--- src/rtl/gsal_pkg.sv ---
// types, constants and lookup tables for the gas sensor averager
// no dependencies; used by every module of the block
`timescale 1ns / 1ps
`default_nettype none

package gsal_pkg;

  localparam int ADC_BITS     = 12;
  localparam int CNT_W        = 16;
  localparam int SUM_W        = 22;
  localparam int SPR_W        = 10;
  localparam int PPM_W        = 15;
  localparam int PT_PPM_W     = 7;
  localparam int TABLE_POINTS = 21;
  localparam int IDX_W        = $clog2(TABLE_POINTS);
  localparam int CFG_IDX_W    = 2;

  localparam logic [CNT_W-1:0] CNT_MAX          = {CNT_W{1'b1}};
  localparam logic [CNT_W-1:0] READ_PERIOD_RST  = 16'd5000;
  localparam logic [CNT_W-1:0] SAMPLE_PERIOD_RST = 16'd33;
  localparam logic [SPR_W-1:0] SPR_RST          = 10'd150;

  typedef enum logic [CFG_IDX_W-1:0] {
    CFG_READING_PERIOD     = 2'd0,
    CFG_SAMPLE_PERIOD      = 2'd1,
    CFG_SAMPLES_PER_READING = 2'd2
  } cfg_idx_t;

  localparam logic [ADC_BITS-1:0] ADC_POINTS [TABLE_POINTS] = '{
    12'd70,  12'd72,  12'd75,  12'd77,  12'd78,  12'd90,  12'd100,
    12'd105, 12'd110, 12'd115, 12'd120, 12'd145, 12'd170, 12'd190,
    12'd215, 12'd235, 12'd250, 12'd290, 12'd330, 12'd370, 12'd400
  };

  localparam logic [PT_PPM_W-1:0] PPM_POINTS [TABLE_POINTS] = '{
    7'd0,  7'd1,  7'd2,  7'd3,  7'd4,  7'd5,  7'd6,
    7'd7,  7'd8,  7'd9,  7'd10, 7'd20, 7'd30, 7'd40,
    7'd45, 7'd50, 7'd60, 7'd70, 7'd80, 7'd90, 7'd100
  };

  // one finished reading waiting for the divide
  typedef struct packed {
    logic [SUM_W-1:0] sum;
    logic [SPR_W-1:0] divisor;
  } rd_entry_t;

  typedef struct packed {
    logic      valid;
    rd_entry_t entry;
  } q_push_t;

  typedef struct packed {
    logic             start;
    logic [SUM_W-1:0] dividend;
    logic [SPR_W-1:0] divisor;
  } div_req_t;

  typedef struct packed {
    logic             done;
    logic [SUM_W-1:0] quotient;
  } div_rsp_t;

endpackage

`default_nettype wire

--- src/rtl/gsal_front.sv ---
// tick front end: config registers, tick counters and sample accumulation
// depends on gsal_pkg; pushes finished readings into gsal_queue
`timescale 1ns / 1ps
`default_nettype none

module gsal_front (
  input  logic                            clk,
  input  logic                            rst,
  input  logic                            in_valid,
  output logic                            in_ready,
  input  logic [gsal_pkg::ADC_BITS-1:0]   adc_sample,
  input  logic                            cfg_valid,
  input  logic [gsal_pkg::CFG_IDX_W-1:0]  cfg_index,
  input  logic [gsal_pkg::CNT_W-1:0]      cfg_data,
  input  logic                            q_full,
  output gsal_pkg::q_push_t               push
);
  import gsal_pkg::*;

  logic [CNT_W-1:0] reading_period;
  logic [CNT_W-1:0] sample_period;
  logic [SPR_W-1:0] samples_per_reading;

  logic [CNT_W-1:0] ticks_since_start, ticks_since_start_next;
  logic [CNT_W-1:0] ticks_since_sample, ticks_since_sample_next;
  logic [SUM_W-1:0] sample_sum, sample_sum_next;
  logic [SPR_W-1:0] samples_taken, samples_taken_next;
  logic             reading_active, reading_active_next;

  logic             accept;
  logic             start_rd;
  logic             take;
  logic             done;
  logic [CNT_W-1:0] tss_inc, tsm_inc;

  assign in_ready = !q_full;
  assign accept   = in_valid && in_ready;

  always_comb begin
    tss_inc = (ticks_since_start == CNT_MAX) ? CNT_MAX : ticks_since_start + 1'b1;
    tsm_inc = (ticks_since_sample == CNT_MAX) ? CNT_MAX : ticks_since_sample + 1'b1;
    start_rd = !reading_active && (tss_inc >= reading_period);

    ticks_since_start_next  = start_rd ? '0 : tss_inc;
    ticks_since_sample_next = start_rd ? '0 : tsm_inc;
    sample_sum_next         = start_rd ? '0 : sample_sum;
    samples_taken_next      = start_rd ? '0 : samples_taken;
    reading_active_next     = reading_active || start_rd;

    take = reading_active_next && (ticks_since_sample_next >= sample_period);
    done = 1'b0;
    if (take) begin
      ticks_since_sample_next = '0;
      sample_sum_next         = sample_sum_next + SUM_W'(adc_sample);
      samples_taken_next      = samples_taken_next + 1'b1;
      done                    = samples_taken_next >= samples_per_reading;
      if (done) begin
        reading_active_next = 1'b0;
      end
    end
  end

  // a zero count divides by one
  always_comb begin
    push.valid         = accept && done;
    push.entry.sum     = sample_sum_next;
    push.entry.divisor = (samples_per_reading == '0) ? SPR_W'(1) : samples_per_reading;
  end

  always_ff @(posedge clk) begin
    if (rst) begin
      reading_period      <= READ_PERIOD_RST;
      sample_period       <= SAMPLE_PERIOD_RST;
      samples_per_reading <= SPR_RST;
    end else if (cfg_valid) begin
      case (cfg_index)
        CFG_READING_PERIOD:      reading_period      <= cfg_data;
        CFG_SAMPLE_PERIOD:       sample_period       <= cfg_data;
        CFG_SAMPLES_PER_READING: samples_per_reading <= cfg_data[SPR_W-1:0];
        default: ;
      endcase
    end
  end

  always_ff @(posedge clk) begin
    if (rst) begin
      ticks_since_start  <= '0;
      ticks_since_sample <= '0;
      sample_sum         <= '0;
      samples_taken      <= '0;
      reading_active     <= 1'b0;
    end else if (accept) begin
      ticks_since_start  <= ticks_since_start_next;
      ticks_since_sample <= ticks_since_sample_next;
      sample_sum         <= sample_sum_next;
      samples_taken      <= samples_taken_next;
      reading_active     <= reading_active_next;
    end
  end

endmodule

`default_nettype wire

--- src/rtl/gsal_queue.sv ---
// short queue of finished readings between front end and back end
// depends on gsal_pkg
`timescale 1ns / 1ps
`default_nettype none

module gsal_queue #(
  parameter int DEPTH = 2
) (
  input  logic                  clk,
  input  logic                  rst,
  input  gsal_pkg::q_push_t     push,
  input  logic                  pop,
  output gsal_pkg::rd_entry_t   head,
  output logic                  full,
  output logic                  empty
);
  import gsal_pkg::*;

  localparam int PTR_W = (DEPTH > 1) ? $clog2(DEPTH) : 1;
  localparam int CNT_QW = $clog2(DEPTH + 1);

  rd_entry_t         slots [DEPTH];
  logic [PTR_W-1:0]  wr_ptr, rd_ptr;
  logic [CNT_QW-1:0] count;
  logic              do_push, do_pop;

  assign full    = (count == CNT_QW'(DEPTH));
  assign empty   = (count == '0);
  assign do_push = push.valid && !full;
  assign do_pop  = pop && !empty;
  assign head    = slots[rd_ptr];

  always_ff @(posedge clk) begin
    if (do_push) begin
      slots[wr_ptr] <= push.entry;
    end
  end

  always_ff @(posedge clk) begin
    if (rst) begin
      wr_ptr <= '0;
      rd_ptr <= '0;
      count  <= '0;
    end else begin
      if (do_push) begin
        wr_ptr <= (wr_ptr == PTR_W'(DEPTH - 1)) ? '0 : wr_ptr + 1'b1;
      end
      if (do_pop) begin
        rd_ptr <= (rd_ptr == PTR_W'(DEPTH - 1)) ? '0 : rd_ptr + 1'b1;
      end
      if (do_push && !do_pop) begin
        count <= count + 1'b1;
      end else if (do_pop && !do_push) begin
        count <= count - 1'b1;
      end
    end
  end

endmodule

`default_nettype wire

--- src/rtl/gsal_div.sv ---
// radix-2 restoring divider, one quotient bit per cycle
// depends on gsal_pkg; shared by the mean and the interpolation step
`timescale 1ns / 1ps
`default_nettype none

module gsal_div (
  input  logic               clk,
  input  logic               rst,
  input  gsal_pkg::div_req_t req,
  output gsal_pkg::div_rsp_t rsp
);
  import gsal_pkg::*;

  localparam int STEP_W = $clog2(SUM_W + 1);

  logic [SUM_W-1:0]  quo;
  logic [SPR_W-1:0]  rem;
  logic [SPR_W-1:0]  dvs;
  logic [STEP_W-1:0] steps;
  logic              busy;
  logic              done;

  logic [SPR_W:0]    trial;
  logic [SPR_W:0]    diff;
  logic              ge;

  always_comb begin
    trial = {rem, quo[SUM_W-1]};
    diff  = trial - {1'b0, dvs};
    ge    = trial >= {1'b0, dvs};
  end

  always_ff @(posedge clk) begin
    if (req.start) begin
      quo <= req.dividend;
      rem <= '0;
      dvs <= req.divisor;
    end else if (busy) begin
      quo <= {quo[SUM_W-2:0], ge};
      rem <= ge ? diff[SPR_W-1:0] : trial[SPR_W-1:0];
    end
  end

  always_ff @(posedge clk) begin
    if (rst) begin
      busy  <= 1'b0;
      done  <= 1'b0;
      steps <= '0;
    end else begin
      done <= busy && (steps == STEP_W'(1));
      if (req.start) begin
        busy  <= 1'b1;
        steps <= STEP_W'(SUM_W);
      end else if (busy) begin
        steps <= steps - 1'b1;
        if (steps == STEP_W'(1)) begin
          busy <= 1'b0;
        end
      end
    end
  end

  assign rsp.done     = done;
  assign rsp.quotient = quo;

endmodule

`default_nettype wire

--- src/rtl/gsal_back.sv ---
// back end: mean by division, table lookup and interpolation, output register
// depends on gsal_pkg; drives gsal_div and pops gsal_queue
`timescale 1ns / 1ps
`default_nettype none

module gsal_back (
  input  logic                          clk,
  input  logic                          rst,
  input  gsal_pkg::rd_entry_t           head,
  input  logic                          q_empty,
  output logic                          pop,
  output gsal_pkg::div_req_t            div_req,
  input  gsal_pkg::div_rsp_t            div_rsp,
  output logic                          out_valid,
  input  logic                          out_ready,
  output logic [gsal_pkg::ADC_BITS-1:0] average_adc,
  output logic [gsal_pkg::PPM_W-1:0]    ppm_q8
);
  import gsal_pkg::*;

  localparam int PROD_W = ADC_BITS + PT_PPM_W;

  typedef enum logic [4:0] {
    S_IDLE = 5'b00001,
    S_AVG  = 5'b00010,
    S_LOOK = 5'b00100,
    S_PPM  = 5'b01000,
    S_OUT  = 5'b10000
  } back_state_t;

  back_state_t         state, state_next;
  logic [ADC_BITS-1:0] avg_q;
  logic [PPM_W-1:0]    ppm_r;
  logic [PPM_W-1:0]    base;

  logic [ADC_BITS-1:0] avg_sat;
  logic [IDX_W-1:0]    sel, sel_lo;
  logic [ADC_BITS-1:0] x0, x1, dx;
  logic [PT_PPM_W-1:0] y0, y1, dy;
  logic [PROD_W-1:0]   prod;
  logic                clamp_lo, clamp_hi, flat;
  logic [PPM_W-1:0]    direct_ppm;
  logic                out_free;

  assign out_free = !out_valid || out_ready;

  // mean above the converter range saturates
  assign avg_sat = (|div_rsp.quotient[SUM_W-1:ADC_BITS]) ? {ADC_BITS{1'b1}}
                                                         : div_rsp.quotient[ADC_BITS-1:0];

  // first table point at or above the mean
  always_comb begin
    sel = IDX_W'(TABLE_POINTS - 1);
    for (int k = TABLE_POINTS - 1; k >= 1; k--) begin
      if (avg_q <= ADC_POINTS[k]) begin
        sel = IDX_W'(k);
      end
    end
    sel_lo   = sel - 1'b1;
    x0       = ADC_POINTS[sel_lo];
    x1       = ADC_POINTS[sel];
    y0       = PPM_POINTS[sel_lo];
    y1       = PPM_POINTS[sel];
    dx       = x1 - x0;
    dy       = y1 - y0;
    prod     = PROD_W'(avg_q - x0) * PROD_W'(dy);
    clamp_lo = avg_q <= ADC_POINTS[0];
    clamp_hi = avg_q >= ADC_POINTS[TABLE_POINTS-1];
    flat     = (x1 <= x0) || (avg_q < x0);
    priority if (clamp_lo) begin
      direct_ppm = {PPM_POINTS[0], 8'd0};
    end else if (clamp_hi) begin
      direct_ppm = {PPM_POINTS[TABLE_POINTS-1], 8'd0};
    end else begin
      direct_ppm = {y1, 8'd0};
    end
  end

  always_comb begin
    state_next       = state;
    pop              = 1'b0;
    div_req.start    = 1'b0;
    div_req.dividend = head.sum;
    div_req.divisor  = head.divisor;
    unique case (state)
      S_IDLE: begin
        if (!q_empty) begin
          pop           = 1'b1;
          div_req.start = 1'b1;
          state_next    = S_AVG;
        end
      end
      S_AVG: begin
        if (div_rsp.done) begin
          state_next = S_LOOK;
        end
      end
      S_LOOK: begin
        // interpolation numerator stays tiny: at most segment width times rise times 256
        div_req.dividend = SUM_W'({prod, 8'd0});
        div_req.divisor  = SPR_W'(dx);
        if (clamp_lo || clamp_hi || flat) begin
          state_next = S_OUT;
        end else begin
          div_req.start = 1'b1;
          state_next    = S_PPM;
        end
      end
      S_PPM: begin
        if (div_rsp.done) begin
          state_next = S_OUT;
        end
      end
      S_OUT: begin
        if (out_free) begin
          state_next = S_IDLE;
        end
      end
      default: state_next = S_IDLE;
    endcase
  end

  always_ff @(posedge clk) begin
    if (state == S_AVG && div_rsp.done) begin
      avg_q <= avg_sat;
    end
    if (state == S_LOOK) begin
      base  <= {y0, 8'd0};
      ppm_r <= direct_ppm;
    end
    if (state == S_PPM && div_rsp.done) begin
      ppm_r <= base + div_rsp.quotient[PPM_W-1:0];
    end
    if (state == S_OUT && out_free) begin
      average_adc <= avg_q;
      ppm_q8      <= ppm_r;
    end
  end

  always_ff @(posedge clk) begin
    if (rst) begin
      state     <= S_IDLE;
      out_valid <= 1'b0;
    end else begin
      state <= state_next;
      if (state == S_OUT && out_free) begin
        out_valid <= 1'b1;
      end else if (out_ready) begin
        out_valid <= 1'b0;
      end
    end
  end

endmodule

`default_nettype wire

--- src/rtl/gas_sensor_average_and_linearize.sv ---
// channel  | handshake               | payload
// in       | in_valid / in_ready     | adc_sample, one word per millisecond tick
// out      | out_valid / out_ready   | average_adc, ppm_q8
// cfg      | cfg_valid / cfg_ready   | cfg_index, cfg_data
//
// a tick is taken whenever the reading queue has room
// a finished reading passes through the queue, the mean divide, a lookup state, the slope
//   divide and the output register, all through the one shared divider; the slope divide
//   is skipped when the mean is clamped or the segment is flat
// reset needs no clearing pass
// a stalled output holds the back end, and a full queue then stalls ticks
//
// top level of the gas sensor averager; depends on gsal_pkg, gsal_front,
// gsal_queue, gsal_div and gsal_back
`timescale 1ns / 1ps
`default_nettype none

module gas_sensor_average_and_linearize #(
  parameter int QUEUE_DEPTH = 2
) (
  input  logic                           clk,
  input  logic                           rst,
  input  logic                           in_valid,
  output logic                           in_ready,
  input  logic [gsal_pkg::ADC_BITS-1:0]  adc_sample,
  output logic                           out_valid,
  input  logic                           out_ready,
  output logic [gsal_pkg::ADC_BITS-1:0]  average_adc,
  output logic [gsal_pkg::PPM_W-1:0]     ppm_q8,
  input  logic                           cfg_valid,
  output logic                           cfg_ready,
  input  logic [gsal_pkg::CFG_IDX_W-1:0] cfg_index,
  input  logic [gsal_pkg::CNT_W-1:0]     cfg_data
);
  import gsal_pkg::*;

  q_push_t   push;
  rd_entry_t head;
  logic      q_full, q_empty, pop;
  div_req_t  div_req;
  div_rsp_t  div_rsp;

  assign cfg_ready = 1'b1;

  gsal_front u_front (
    .clk        (clk),
    .rst        (rst),
    .in_valid   (in_valid),
    .in_ready   (in_ready),
    .adc_sample (adc_sample),
    .cfg_valid  (cfg_valid),
    .cfg_index  (cfg_index),
    .cfg_data   (cfg_data),
    .q_full     (q_full),
    .push       (push)
  );

  gsal_queue #(
    .DEPTH (QUEUE_DEPTH)
  ) u_queue (
    .clk   (clk),
    .rst   (rst),
    .push  (push),
    .pop   (pop),
    .head  (head),
    .full  (q_full),
    .empty (q_empty)
  );

  gsal_div u_div (
    .clk (clk),
    .rst (rst),
    .req (div_req),
    .rsp (div_rsp)
  );

  gsal_back u_back (
    .clk         (clk),
    .rst         (rst),
    .head        (head),
    .q_empty     (q_empty),
    .pop         (pop),
    .div_req     (div_req),
    .div_rsp     (div_rsp),
    .out_valid   (out_valid),
    .out_ready   (out_ready),
    .average_adc (average_adc),
    .ppm_q8      (ppm_q8)
  );

endmodule

`default_nettype wire

--- config.mk ---
export PLATFORM = sky130hd
export DESIGN_NAME = gas_sensor_average_and_linearize
export DESIGN_NICKNAME = d
export VERILOG_FILES = /design/src/rtl/gsal_pkg.sv /design/src/rtl/gsal_front.sv /design/src/rtl/gsal_queue.sv /design/src/rtl/gsal_div.sv /design/src/rtl/gsal_back.sv /design/src/rtl/gas_sensor_average_and_linearize.sv
export SDC_FILE = /design/constraint.sdc
export NUM_CORES = 1
export LEC_CHECK = 0
export BUFFER_PORTS_ARGS = -buffer_cell sky130_fd_sc_hd__buf_2
export CAP_MARGIN = 20
export CORE_MARGIN = 8
export CORE_UTILIZATION = 40
export CTS_CLUSTER_DIAMETER = 50
export CTS_CLUSTER_SIZE = 16
export DETAILED_ROUTE_END_ITERATION = 10
export SYNTH_ARGS = -nofsm -noshare
export SYNTH_HDL_FRONTEND = slang
export SYNTH_SLANG_ARGS = --single-unit
--- constraint.sdc ---
create_clock -name clk -period 13.5 [get_ports clk]
set_clock_uncertainty 0.2 [all_clocks]
set_input_delay 2.7 -clock clk [delete_from_list [all_inputs] [get_ports clk]]
set_output_delay 2.7 -clock clk [all_outputs]
set_load 0.01 [all_outputs]
; After elaboration in Yosys (flattened, before gate mapping)
; Memory sizes are Yosys's and may differ from the RTL's. A register that Yosys moved wholly into a read port is not among the register bits.
; Index checks and enable logic that the tools add are counted.
[totals]
mem_count = 5
romBits = 1216
reg_bits = 227
out_inout_bits = 30
latchBits = 0
in_bits = 35
word_cells = 201
ramBits = 64
[classes]
n_shift = 0
n_lt_le_gt_ge = 29
mux = 73
bitwise_logic = 2
eq_ne = 15
div_mod_pow = 0
n_mul = 1
n_addsub = 15
n_reduce_logical = 36
[mem_list]
columns = name, words, word_bits, read_ports, rd_ports_with_merged_regs, wr, line_no
row1 = (name not given), 32, 12, 1, 0, 0, gsal_back.sv:61  ; x1 = ADC_POINTS[sel];
row2 = (name not given), 32, 12, 1, 0, 0, gsal_back.sv:60  ; x0 = ADC_POINTS[sel_lo];
row3 = (name not given), 32, 7, 1, 0, 0, gsal_back.sv:62  ; y0 = PPM_POINTS[sel_lo];
row4 = (name not given), 32, 7, 1, 0, 0, gsal_back.sv:63  ; y1 = PPM_POINTS[sel];
row5 = u_queue.slots, 2, 32, 1, 1, 1, gsal_queue.sv:22  ; rd_entry_t slots [DEPTH];
[op_table]
columns = op, n
row1 = $le A12 B7 Y1 const B, 11
row2 = $mux W5, 22
row3 = $mux W22, 4
row4 = $mux W16, 5
row5 = $le A12 B8 Y1 const B, 6
row6 = $mux W15, 4
row7 = $mux W12, 4
row8 = $mux W10, 4
row9 = $le A12 B9 Y1 const B, 3
row10 = $add A16 B1 Y16 const B, 2
row11 = $eq A16 B16 Y1 const B, 2
row12 = $ge A16 B16 Y1, 2
row13 = $mux W32, 1
row14 = $mux W7, 4
row15 = $pmux W5 S5, 1
row16 = $add A22 B12 Y22, 1
row17 = $sub A10 B10 Y10, 2
row18 = $mul A19 B7 Y14, 1
row19 = $mux W1, 17
row20 = $add A15 B15 Y15, 1
row21 = $sub A12 B12 Y13, 1
row22 = $ge A12 B9 Y1 const B, 1
row23 = $ge A6 B6 Y1 const B, 2
row24 = $le A12 B12 Y1, 1
row25 = 32 further kinds, 69

; Longest topological paths before layout
; Gate-level depths: netlist (run 1).
[depth]
ltp_word = 31
depth_mapped = 43
ltp_nobuf = 40

; Hierarchy
; From an unflattened synthesis (run 1), not the netlist that was laid out.
[hier_totals]
hier_cells = 2233
area_unflattened_um2 = 20044.2
[modules_own_cells]
columns = mod, cells_each, area_per_inst_um2, seq_area_each_um2, n_inst
row1 = gsal_back, 911, 7762.4, 1951.9, 1
row2 = gsal_front, 976, 7211.9, 2142.1, 1
row3 = gsal_div, 219, 2532.4, 1301.2, 1
row4 = gsal_queue, 125, 2526.2, 2021.9, 1
row5 = gas_sensor_average_and_linearize, 2, 11.3, 0.0, 1

; Worst setup path before layout (run 1)
; OpenSTA, ideal clock, no wires.
[synth_path]
path_kind = register -> register
from = register u_back.avg_q[2]
to = register u_div.quo[19], data pin
n_path_buf = 4
synth_period_minus_slack_ns = 9.841
stages_incl_launch_ff = 41
t_arrival_ns = 9.371
slack_ns = 3.659
setup_time_ns = 0.270
required_ns = 13.030
cell_sequence = edfxtp_1 clkbuf_1 or3b_1 o41ai_1 nand2_1 a31oi_2 o31ai_4 nand2_2 nand2_4 inv_4 ha_1 clkbuf_1 inv_1 ha_1 clkbuf_1 clkbuf_1 o21ai_0 o2111ai_1 [5 not listed] inv_1 a21oi_1 xor2_1 nor2_1 fa_1 fa_1 fa_1 inv_1 fa_1 inv_1 ha_1 a21o_1 a31o_2 a221o_1 or2_2 xor2_1 a21oi_1 a21oi_1
[synth_via]
elab_chain_cells = 31
word_cells_on_any_way = 67
cone_classes = 3 x add/sub / 1 x mul / 23 x order compare / 31 x mux / 2 x bitwise / 3 x reduce/logical / 4 x memory
[synth_rtl]
columns = element, line_no
row1 = from (decl), gsal_back.sv:32  ; logic [ADC_BITS-1:0] avg_q;
row2 = from (signal assigned), gsal_back.sv:125  ; avg_q <= avg_sat;
row3 = branches (longest 30 deep; another with $le A12 B9 Y1), -
row4 = $mux W22 *, gsal_div.sv:34  ; if (req.start) begin
row5 = to (signal assigned), gsal_div.sv:35  ; quo <= req.dividend;
row6 = to (signal assigned), gsal_div.sv:39  ; quo <= {quo[SUM_W-2:0], ge};
row7 = to (decl), gsal_div.sv:16  ; logic [SUM_W-1:0] quo;
; Mark *: on every way between the ends. The select of a mux whose other input is x is not followed.
; A chain may end at the register's enable or synchronous reset.

; Worst setup path in the final report (run 1)
[layout_path]
from = register u_back.avg_q[1]
to = register u_div.quo[21], data pin
; Same word-level chain as after synthesis.

==> results of run 1 <==
==> metal layers <==
layer	global-route usage (%)	wire length, µm	up-vias	part of all wire, %
li1	-	-	7704	-
met3	2.06	2770	76	5.5
met2	26.6	22000	463	44
met4	4.44	1260	0	2.5
met5	0	0	-	0
met1	25.3	24300	7587	48
==> report_power, final <==
part | internal, W | total (W) | switching, W
Sequential | 0.00107 | 0.00117 | 0.0000986
Clock | 0.000438 | 0.000792 | 0.000354
Combinational | 0.000270 | 0.000665 | 0.000395
Total | 0.00178 | 0.00262 | 0.000848
==> cells by family after synthesis <==
family | synth area share, %
simple gates | 18.9
other cells | 0.0192
buf+inv | 5.23
mux | 2.66
flops | 38.0
fa+ha+maj | 13.2
xor+xnor | 4.53
compound gates | 17.5
==> registers in the layout (all words and copies together), names as in the netlist, 2 cells and up, named ones only <==
signal                       flops
u_div.dvs                       10
u_front.samples_per_reading     10
u_div.steps                      5
u_front.ticks_since_sample      16
u_back.avg_q                    12
u_front.samples_taken           10
u_back.ppm_q8                   15
u_front.reading_period          16
u_back.ppm_r                    15
u_front.ticks_since_start       16
u_back.base                      7
u_div.rem                       10
u_front.sample_sum              22
u_div.quo                       22
u_queue.count                    2
u_queue.slots                   64
u_back.average_adc              12
u_back.state                     5
u_front.sample_period           16
==> Yosys cell counts (36+ instances only) <==
library cell,instances
sky130_fd_sc_hd__inv_1,143
sky130_fd_sc_hd__nand3_1,92
sky130_fd_sc_hd__dfxtp_1,135
sky130_fd_sc_hd__nor2_1,187
sky130_fd_sc_hd__ha_1,130
sky130_fd_sc_hd__fa_1,48
sky130_fd_sc_hd__edfxtp_1,157
sky130_fd_sc_hd__a21oi_1,209
sky130_fd_sc_hd__xor2_1,39
sky130_fd_sc_hd__o21ai_0,96
sky130_fd_sc_hd__nand2_1,202
sky130_fd_sc_hd__or2_2,36
sky130_fd_sc_hd__clkbuf_1,95
sky130_fd_sc_hd__xnor2_1,55
==> layout make-up <==
class	count	share of cell area, %
Sequential cell	292	34.8
Timing Repair Buffer	81	2.26
Clock inverter	11	0.441
Inverter	148	2.62
Clock buffer	42	3.93
Tap cell	622	3.65
Multi-Input combinational cell	1615	52.3
==> per-stage QoR <==
stage	cell area (µm²)	instances	setup WS [ps]
floorplan	19500	2171	3660
global placement	20300	2755	2050
detailed placement	20400	2757	1820
CTS	21300	2810	1800
global route	21300	2811	879
finish	21300	2811	1660
==> path summary, 6_finish.rpt <==
check	to	depth (start not counted)	from
setup / recovery	u_div.quo[21]$_DFFE_PP_	37	u_back.avg_q[1]$_SDFFCE_PP1P_
hold / removal	u_back.ppm_q8[8]$_DFFE_PP_	0	u_back.ppm_r[8]$_DFFE_PP_
setup reg to reg	u_div.quo[21]$_DFFE_PP_	37	u_back.avg_q[1]$_SDFFCE_PP1P_
hold reg to reg	u_back.ppm_q8[8]$_DFFE_PP_	0	u_back.ppm_r[8]$_DFFE_PP_
==> flow_summary.ini, run 1 <==
[clock_tree]
ctsLongestPathBuffers = 3
clock_latency_ps = 550
postCtsSetupBuffers = 0
numClockSinks = 292
clk_root_buf = sky130_fd_sc_hd__clkbuf_16
h-tree-depth = 1
tritoncts = yes
postCtsResizedCells = 0
cts_hold_buf = 0
clk_pin_slew_ps = 70
cts_buffers = 29

[routing]
route.vias.total = 15800
postRouteWirelength_um = 50400
post-route-drc-count = 0
antenna_violating_nets_post_route = 0
dr.pass1.iters = 8
drt-initial-drc-count = 1264
viasPerCell = 5.63
post_drt_wl_per_cell_um = 17.9

[finish]
n_fill_cell = 4741
design.final.nets = 2380
antenna_cells = 0
multi_input_comb_area_um2 = 11100
layout.cells.most_common = sky130_fd_sc_hd__a21oi_1
synthToLayoutAreaGrowth_pct = 9.02
most-common-layout-cells = sky130_fd_sc_hd__a21oi_1, sky130_fd_sc_hd__nand2_1, sky130_fd_sc_hd__nor2_1
proportion_of_layout_cells_with_a_drive_suffix_above_1_pct = 10.3
finish.utilization_pct = 43.9
ff_latch_area_um2 = 7420

[synth]
yosys-top-cells-area = sky130_fd_sc_hd__edfxtp_1, sky130_fd_sc_hd__dfxtp_1, sky130_fd_sc_hd__ha_1
synth_area_leader_cell = sky130_fd_sc_hd__edfxtp_1
postSynth.asyncResetShare_pct = 0
yosysTopAreaCellShare_pct = 24.1
synth-warning-count = 0
synth_edf_count = 157
avgSynthCellArea_um2 = 9.00
post_synth_num_cell_types = 97
seq_area_frac_synth_pct = 38.0
dominantRegCellSynth = sky130_fd_sc_hd__edfxtp_1
syn_area_um2 = 19500
post_synth_inst_count = 2171
syn-num-nets = 2384
ys_ff_latch = 292

[critical_path]
rrSetupSlack_ps = 1660
critical-path-max-stage-delay_ps = 970
critical_path.most_common_cell = sky130_fd_sc_hd__inv_1
endpoint_kind = register
timing.critical_path.fanout_max = 31
worstPathRequired_ps = 13590
worst_setup_path_start_kind = register
cpMaxStageDelayCell = sky130_fd_sc_hd__ha_1
critical_path.n_buffers_inverters = 7
cp.arrival_ps = 11930
timing_worst_setup_path_type = register to register
critical_path.top_delay_family = adder cells

[floorplanning]
design.die.area_um2 = 56200
die_height_um = 237
starting_density_pct = 40.2
pin_count = 65
floorplan.rows = 81
die_w_um = 237
core-area_um2 = 48500

[sta]
max_freq_ghz = 0.0845
worst_hold_slack_ps = 223
hold_viol = 0
timing_max_transition_violations_final = 0
minimum_period_implied_by_the_final_worst_setup_slack_ps = 11840
rsz_0062_raised_after_global_routing = no
layout_worst_path_cycle_share_pct = 87.7
setup_viol_count_final = 0
tightest_slew_ps = 1080
setup-tns-final_ps = 0
worst_slew_margin_rel_pct = 28.3

[power_and_ir_drop]
power.density_nw_per_um2 = 123
power.ir.vdd_worst_v = 0.000116
static-leakage-power_nw = 8.23
post-layout-total-power_w = 0.00262

[global_route]
grt_remaining_overflow = 0
grt_util_all_layers_pct = 17.3
grt_pass1_vias = 15000
initial_antenna_violation_count = 0
grt_start_max_net_pins = 80
grt_pass1_wl_um = 80500

[min_path]
classification_of_the_worst_slack_hold_path = register to register

[placed_design]
final_weighted_congestion_of_routability_driven_global_placement = 0.949
hpwlAfterDp_um = 37300
placement.io_buffers = 63

[outcome]
outcome = finished clean

[job]
max_cap_viols = 0
(Power assumes the default switching activity.)
==> inputs of run 2 (changes only) <==
--- a/config.mk
+++ b/config.mk
@@ -8,7 +8,7 @@
 export BUFFER_PORTS_ARGS = -buffer_cell sky130_fd_sc_hd__buf_2
 export CAP_MARGIN = 20
 export CORE_MARGIN = 8
-export CORE_UTILIZATION = 40
+export CORE_UTILIZATION = 30
 export CTS_CLUSTER_DIAMETER = 50
 export CTS_CLUSTER_SIZE = 16
 export DETAILED_ROUTE_END_ITERATION = 10
==> flow_summary.ini, run 2 (synthesis results as in run 1) <==
[outcome]
outcome = finished clean

[sta]
worst_hold_slack_ps = 227
layout_worst_path_cycle_share_pct = 87.9
tightest_slew_ps = 1050
setup_viol_count_final = 0
max_freq_ghz = 0.0843
worst_slew_margin_rel_pct = 30.0
hold_viol = 0
minimum_period_implied_by_the_final_worst_setup_slack_ps = 11870
rsz_0062_raised_after_global_routing = no
timing_max_transition_violations_final = 0
setup-tns-final_ps = 0

[routing]
viasPerCell = 5.17
dr.pass1.iters = 6
post_drt_wl_per_cell_um = 17.1
postRouteWirelength_um = 52200
antenna_violating_nets_post_route = 0
post-route-drc-count = 0
drt-initial-drc-count = 1153
route.vias.total = 15800

[finish]
layout.cell_area.non_filler_um2 = 21700
largest_register_ffs = 64
synthToLayoutAreaGrowth_pct = 11.1
biggestRegsByFlops = u_queue.slots: 64 flops, u_div.quo: 22 flops, u_front.sample_sum: 22 flops
layout.cells.most_common = sky130_fd_sc_hd__a21oi_1
most-common-layout-cells = sky130_fd_sc_hd__a21oi_1, sky130_fd_sc_hd__nand2_1, sky130_fd_sc_hd__nor2_1
antenna_cells = 0
proportion_of_layout_cells_with_a_drive_suffix_above_1_pct = 10.6
register_ranked_first_by_flip_flop_count = u_queue.slots
design.final.nets = 2384

[power_and_ir_drop]
static-leakage-power_nw = 8.30
power.density_nw_per_um2 = 125
power.ir.vdd_worst_v = 0.000114
post-layout-total-power_w = 0.00272

[placed_design]
dpl-instance-area_um2 = 20600
placement.io_buffers = 63
final_weighted_congestion_of_routability_driven_global_placement = 0.895
hpwlAfterDp_um = 39000

[min_path]
classification_of_the_worst_slack_hold_path = register to register
hold_path_depth = 0

[clock_tree]
clock_latency_ps = 580
tritoncts = yes
clk_pin_slew_ps = 70
postCtsSetupBuffers = 0
numClockSinks = 292
h-tree-depth = 1
postCtsResizedCells = 0
cts_hold_buf = 0
ctsLongestPathBuffers = 3
cts_buffers = 30
clk_root_buf = sky130_fd_sc_hd__clkbuf_16

[critical_path]
cp.arrival_ps = 11970
worst_setup_path_start_kind = register
worstPathRequired_ps = 13600
timing_worst_setup_path_type = register to register
timing.critical_path.fanout_max = 31
endpoint_kind = register
cpMaxStageDelayCell = sky130_fd_sc_hd__ha_1
rrSetupSlack_ps = 1630
rr_worst_depth = 38
critical_path.most_common_cell = sky130_fd_sc_hd__inv_1
critical-path-max-stage-delay_ps = 990

[floorplanning]
core-area_um2 = 64500
pin_count = 65
design.die.area_um2 = 73500
starting_density_pct = 30.3
die_w_um = 271
floorplan.rows = 93
die_height_um = 271

[global_route]
grt_start_max_net_pins = 88
grt_pass1_wl_um = 83600
initial_antenna_violation_count = 1
grt_remaining_overflow = 0
grt_pass1_vias = 15300
grt_util_all_layers_pct = 13.6

[job]
max_cap_viols = 0
==> run 2: cell types whose count changed in the layout (fill, tap and decap cells not counted), moves of 2 or more <==
cell and delta:
sky130_fd_sc_hd__clkbuf_16 +2, sky130_fd_sc_hd__buf_4 +4, sky130_fd_sc_hd__clkbuf_1 -2, sky130_fd_sc_hd__inv_8 +5, sky130_fd_sc_hd__clkbuf_8 -2
==> run 2: area by class of cell <==
cell class	count	area, µm²
Fill cell	6655	42800
Multi-Input combinational cell	1615	11100
Timing Repair Buffer	84	483
Tap cell	855	1070
Clock inverter	17	196
Sequential cell	292	7420
Inverter	148	558
Clock buffer	39	847
==> run 2: final timing paths <==
path | startpoint | end
worst max-delay path | u_back.avg_q[1]$_SDFFCE_PP1P_ | u_div.quo[19]$_DFFE_PP_
worst min-delay path | u_back.ppm_r[3]$_SDFFCE_PN0P_ | u_back.ppm_q8[3]$_DFFE_PP_
worst max register to register | u_back.avg_q[1]$_SDFFCE_PP1P_ | u_div.quo[19]$_DFFE_PP_
worst min register to register | u_back.ppm_r[3]$_SDFFCE_PN0P_ | u_back.ppm_q8[3]$_DFFE_PP_
==> run 2: routing by layer <==
layer | vias to the layer above | track usage, % | routed length [µm]
met5 | - | 0 | 13
met4 | 2 | 3.81 | 1560
met3 | 86 | 2.08 | 2720
met2 | 413 | 21.6 | 23100
met1 | 7547 | 19.1 | 24800
li1 | 7716 | - | -
==> run 2: power breakdown <==
part / internal [W] / switching, W / total, W
registers: 0.00107 / 0.0000820 / 0.00115
logic: 0.000270 / 0.000423 / 0.000693
clock network: 0.000480 / 0.000398 / 0.000878
==> run 2: critical path, delay by kind of cell (launching register included) <==
kind	cells	cell delay [ps]
AO/OA/AOI/OAI	12	2700
flip-flops	1	820
AND/OR/NAND/NOR	8	1660
adder cells (fa/ha/maj)	9	4550
XOR/XNOR	2	650
buffers and inverters	7	990
==> run 2: stage by stage <==
step,cells,utilization (%),worst slack [ps]
finish,3050,33.7,1630
global placement,2992,32.0,2100
detailed placement,2993,32.0,1830
global route,3050,33.7,797
floorplan,2171,-,3660
CTS,3049,33.6,1780
==> inputs of run 3 (changes only) <==
--- a/config.mk
+++ b/config.mk
@@ -8,7 +8,7 @@
 export BUFFER_PORTS_ARGS = -buffer_cell sky130_fd_sc_hd__buf_2
 export CAP_MARGIN = 20
 export CORE_MARGIN = 8
-export CORE_UTILIZATION = 30
+export CORE_UTILIZATION = 38
 export CTS_CLUSTER_DIAMETER = 50
 export CTS_CLUSTER_SIZE = 16
 export DETAILED_ROUTE_END_ITERATION = 10
==> constraint.sdc (replaced) <==
create_clock -name clk -period 13.5 [get_ports clk]
set_clock_uncertainty 0.2 [all_clocks]
set_input_delay 2.7 -clock clk [delete_from_list [all_inputs] [get_ports clk]]
set_output_delay 2.7 -clock clk [all_outputs]
set_load 0.005 [all_outputs]
==> flow_summary.ini, run 3 (synthesis results as in run 1) <==
[critical_path]
worst_setup_path_start_kind = register
worstPathRequired_ps = 13620
rr_worst_depth = 37
timing.critical_path.fanout_max = 31
endpoint_kind = register
reg2reg_from = u_back.avg_q[1]$_SDFFCE_PP1P_
critical_path.most_common_cell = sky130_fd_sc_hd__inv_1
rrSetupSlack_ps = 1600
cp.arrival_ps = 12030
timing_worst_setup_path_type = register to register
r2r_end = u_div.quo[21]$_DFFE_PP_
critical-path-max-stage-delay_ps = 980
cpMaxStageDelayCell = sky130_fd_sc_hd__ha_1

[finish]
antenna_cells = 0
largest_register_ffs = 64
n_fill_cell = 5000
proportion_of_layout_cells_with_a_drive_suffix_above_1_pct = 10.6
finish.utilization_pct = 42.0
register_ranked_first_by_flip_flop_count = u_queue.slots
synthToLayoutAreaGrowth_pct = 9.76
layout.cells.most_common = sky130_fd_sc_hd__a21oi_1
biggestRegsByFlops = u_queue.slots: 64 flops, u_div.quo: 22 flops, u_front.sample_sum: 22 flops
most-common-layout-cells = sky130_fd_sc_hd__a21oi_1, sky130_fd_sc_hd__nand2_1, sky130_fd_sc_hd__nor2_1
design.final.nets = 2384

[routing]
post-route-drc-count = 0
viasPerCell = 5.47
drt-initial-drc-count = 1056
route.vias.total = 15700
antenna_violating_nets_post_route = 0
post_drt_wl_per_cell_um = 17.5
dr.pass1.iters = 7
postRouteWirelength_um = 50400

[sta]
timing_max_transition_violations_final = 0
setup-tns-final_ps = 0
tightest_slew_ps = 1030
worst_slack_ps = 1600
layout_worst_path_cycle_share_pct = 88.2
minimum_period_implied_by_the_final_worst_setup_slack_ps = 11900
rsz_0062_raised_after_global_routing = no
setup_viol_count_final = 0
max_freq_ghz = 0.0840
worst_slew_margin_rel_pct = 31.6
hold_viol = 0

[global_route]
initial_antenna_violation_count = 0
met3_capacity_usage_during_global_routing_pct = 2.65
gr-usage-met2_pct = 25.0
grt.busiest_layer = met2
grt_util_all_layers_pct = 16.3
grt_pass1_vias = 14900
grt_pass1_wl_um = 80400
groute.layer.met1.usage_pct = 23.2
grt_remaining_overflow = 0
grt_start_max_net_pins = 88

[floorplanning]
die_w_um = 243
floorplan.rows = 83
design.die.area_um2 = 58900
starting_density_pct = 38.2
die_height_um = 243
core-area_um2 = 51100
pin_count = 65

[min_path]
worst_hold_startpoint = u_back.ppm_r[5]$_SDFFCE_PN0P_
classification_of_the_worst_slack_hold_path = register to register
hold_end = u_back.ppm_q8[5]$_DFFE_PP_
hold_path_depth = 0

[power_and_ir_drop]
power.ir.vdd_worst_v = 0.0000975
power.density_nw_per_um2 = 125
power_switching_w = 0.000877
share_comb_of_total_power_pct = 24.9
power.sequential.fraction_pct = 43.7
power.switching_fraction_pct = 32.8
power.share.clock_pct = 31.4
p_int_w = 0.00179
static-leakage-power_nw = 8.26

[placed_design]
dpl_worst_slack_ps = 1870
final_weighted_congestion_of_routability_driven_global_placement = 0.897
placement.io_buffers = 63
hpwlAfterDp_um = 37400

[clock_tree]
clk_pin_slew_ps = 80
tritoncts = yes
ctsLongestPathBuffers = 3
postCtsSetupBuffers = 0
cts_hold_buf = 0
numClockSinks = 292
clock_latency_ps = 580
postCtsResizedCells = 0
clk_root_buf = sky130_fd_sc_hd__clkbuf_16
h-tree-depth = 1
cts_buffers = 30

[job]
max_cap_viols = 0

[outcome]
outcome = finished clean
-- run 3: cell type report --
class | instances | area [µm²] | area share (%)
clock buffer | 36 | 795 | 3.71
tap | 680 | 851 | 3.97
multi-input combinational | 1615 | 11100 | 51.9
clock inverter | 20 | 209 | 0.975
sequential | 292 | 7420 | 34.6
inverter | 148 | 558 | 2.60
timing repair buffer | 84 | 479 | 2.24
-- run 3: worst max-delay path by stage --
stage	from	slack (ps)	endpoint
floorplan	u_back.avg_q[2]$_SDFFCE_PP1P_	3660	u_div.quo[19]$_DFFE_PP_
global placement	u_back.avg_q[1]$_SDFFCE_PP1P_	2090	u_div.quo[19]$_DFFE_PP_
detailed placement	u_back.avg_q[1]$_SDFFCE_PP1P_	1870	u_div.quo[21]$_DFFE_PP_
CTS	u_back.avg_q[1]$_SDFFCE_PP1P_	1800	u_div.quo[21]$_DFFE_PP_
global route	u_back.avg_q[1]$_SDFFCE_PP1P_	910	u_div.quo[21]$_DFFE_PP_
finish	u_back.avg_q[1]$_SDFFCE_PP1P_	1600	u_div.quo[21]$_DFFE_PP_
-- run 3: metrics by stage --
step	power (W)	instances	instance area [µm²]	hold WS, ps
global placement	0.00183	2817	20400	207
global route	0.00283	2875	21400	222
finish	0.00267	2875	21400	219
CTS	0.00269	2874	21400	222
detailed placement	0.00185	2818	20400	205
floorplan	0.00167	2171	19500	200
-- run 3: per-layer routing --
| metal | wire length [µm] | vias to the layer above |
|---|---|---|
| met1 | 23900 | 7446 |
| met4 | 1660 | 0 |
| met3 | 2780 | 99 |
| li1 | - | 7733 |
| met2 | 22100 | 444 |
| met5 | 0 | - |
-- run 3: power by group through the flow --
stage	Sequential [W]	Clock [W]	Combinational [W]
final	0.00117	0.000838	0.000666
after global routing	0.00118	0.000892	0.000756
after CTS	0.00117	0.000855	0.000671
after detailed placement	0.00119	0	0.000666
after global placement	0.00119	0	0.000648
after floorplan	0.00112	0	0.000545
-- run 3: worst max-delay path: cells and delay by family (launching register included) --
family | cells | cell delay [ps]
AO/OA/AOI/OAI | 11 | 2910
XOR/XNOR | 1 | 560
adder cells (fa/ha/maj) | 9 | 4510
buffers and inverters | 7 | 960
flip-flops | 1 | 800
AND/OR/NAND/NOR | 9 | 1690
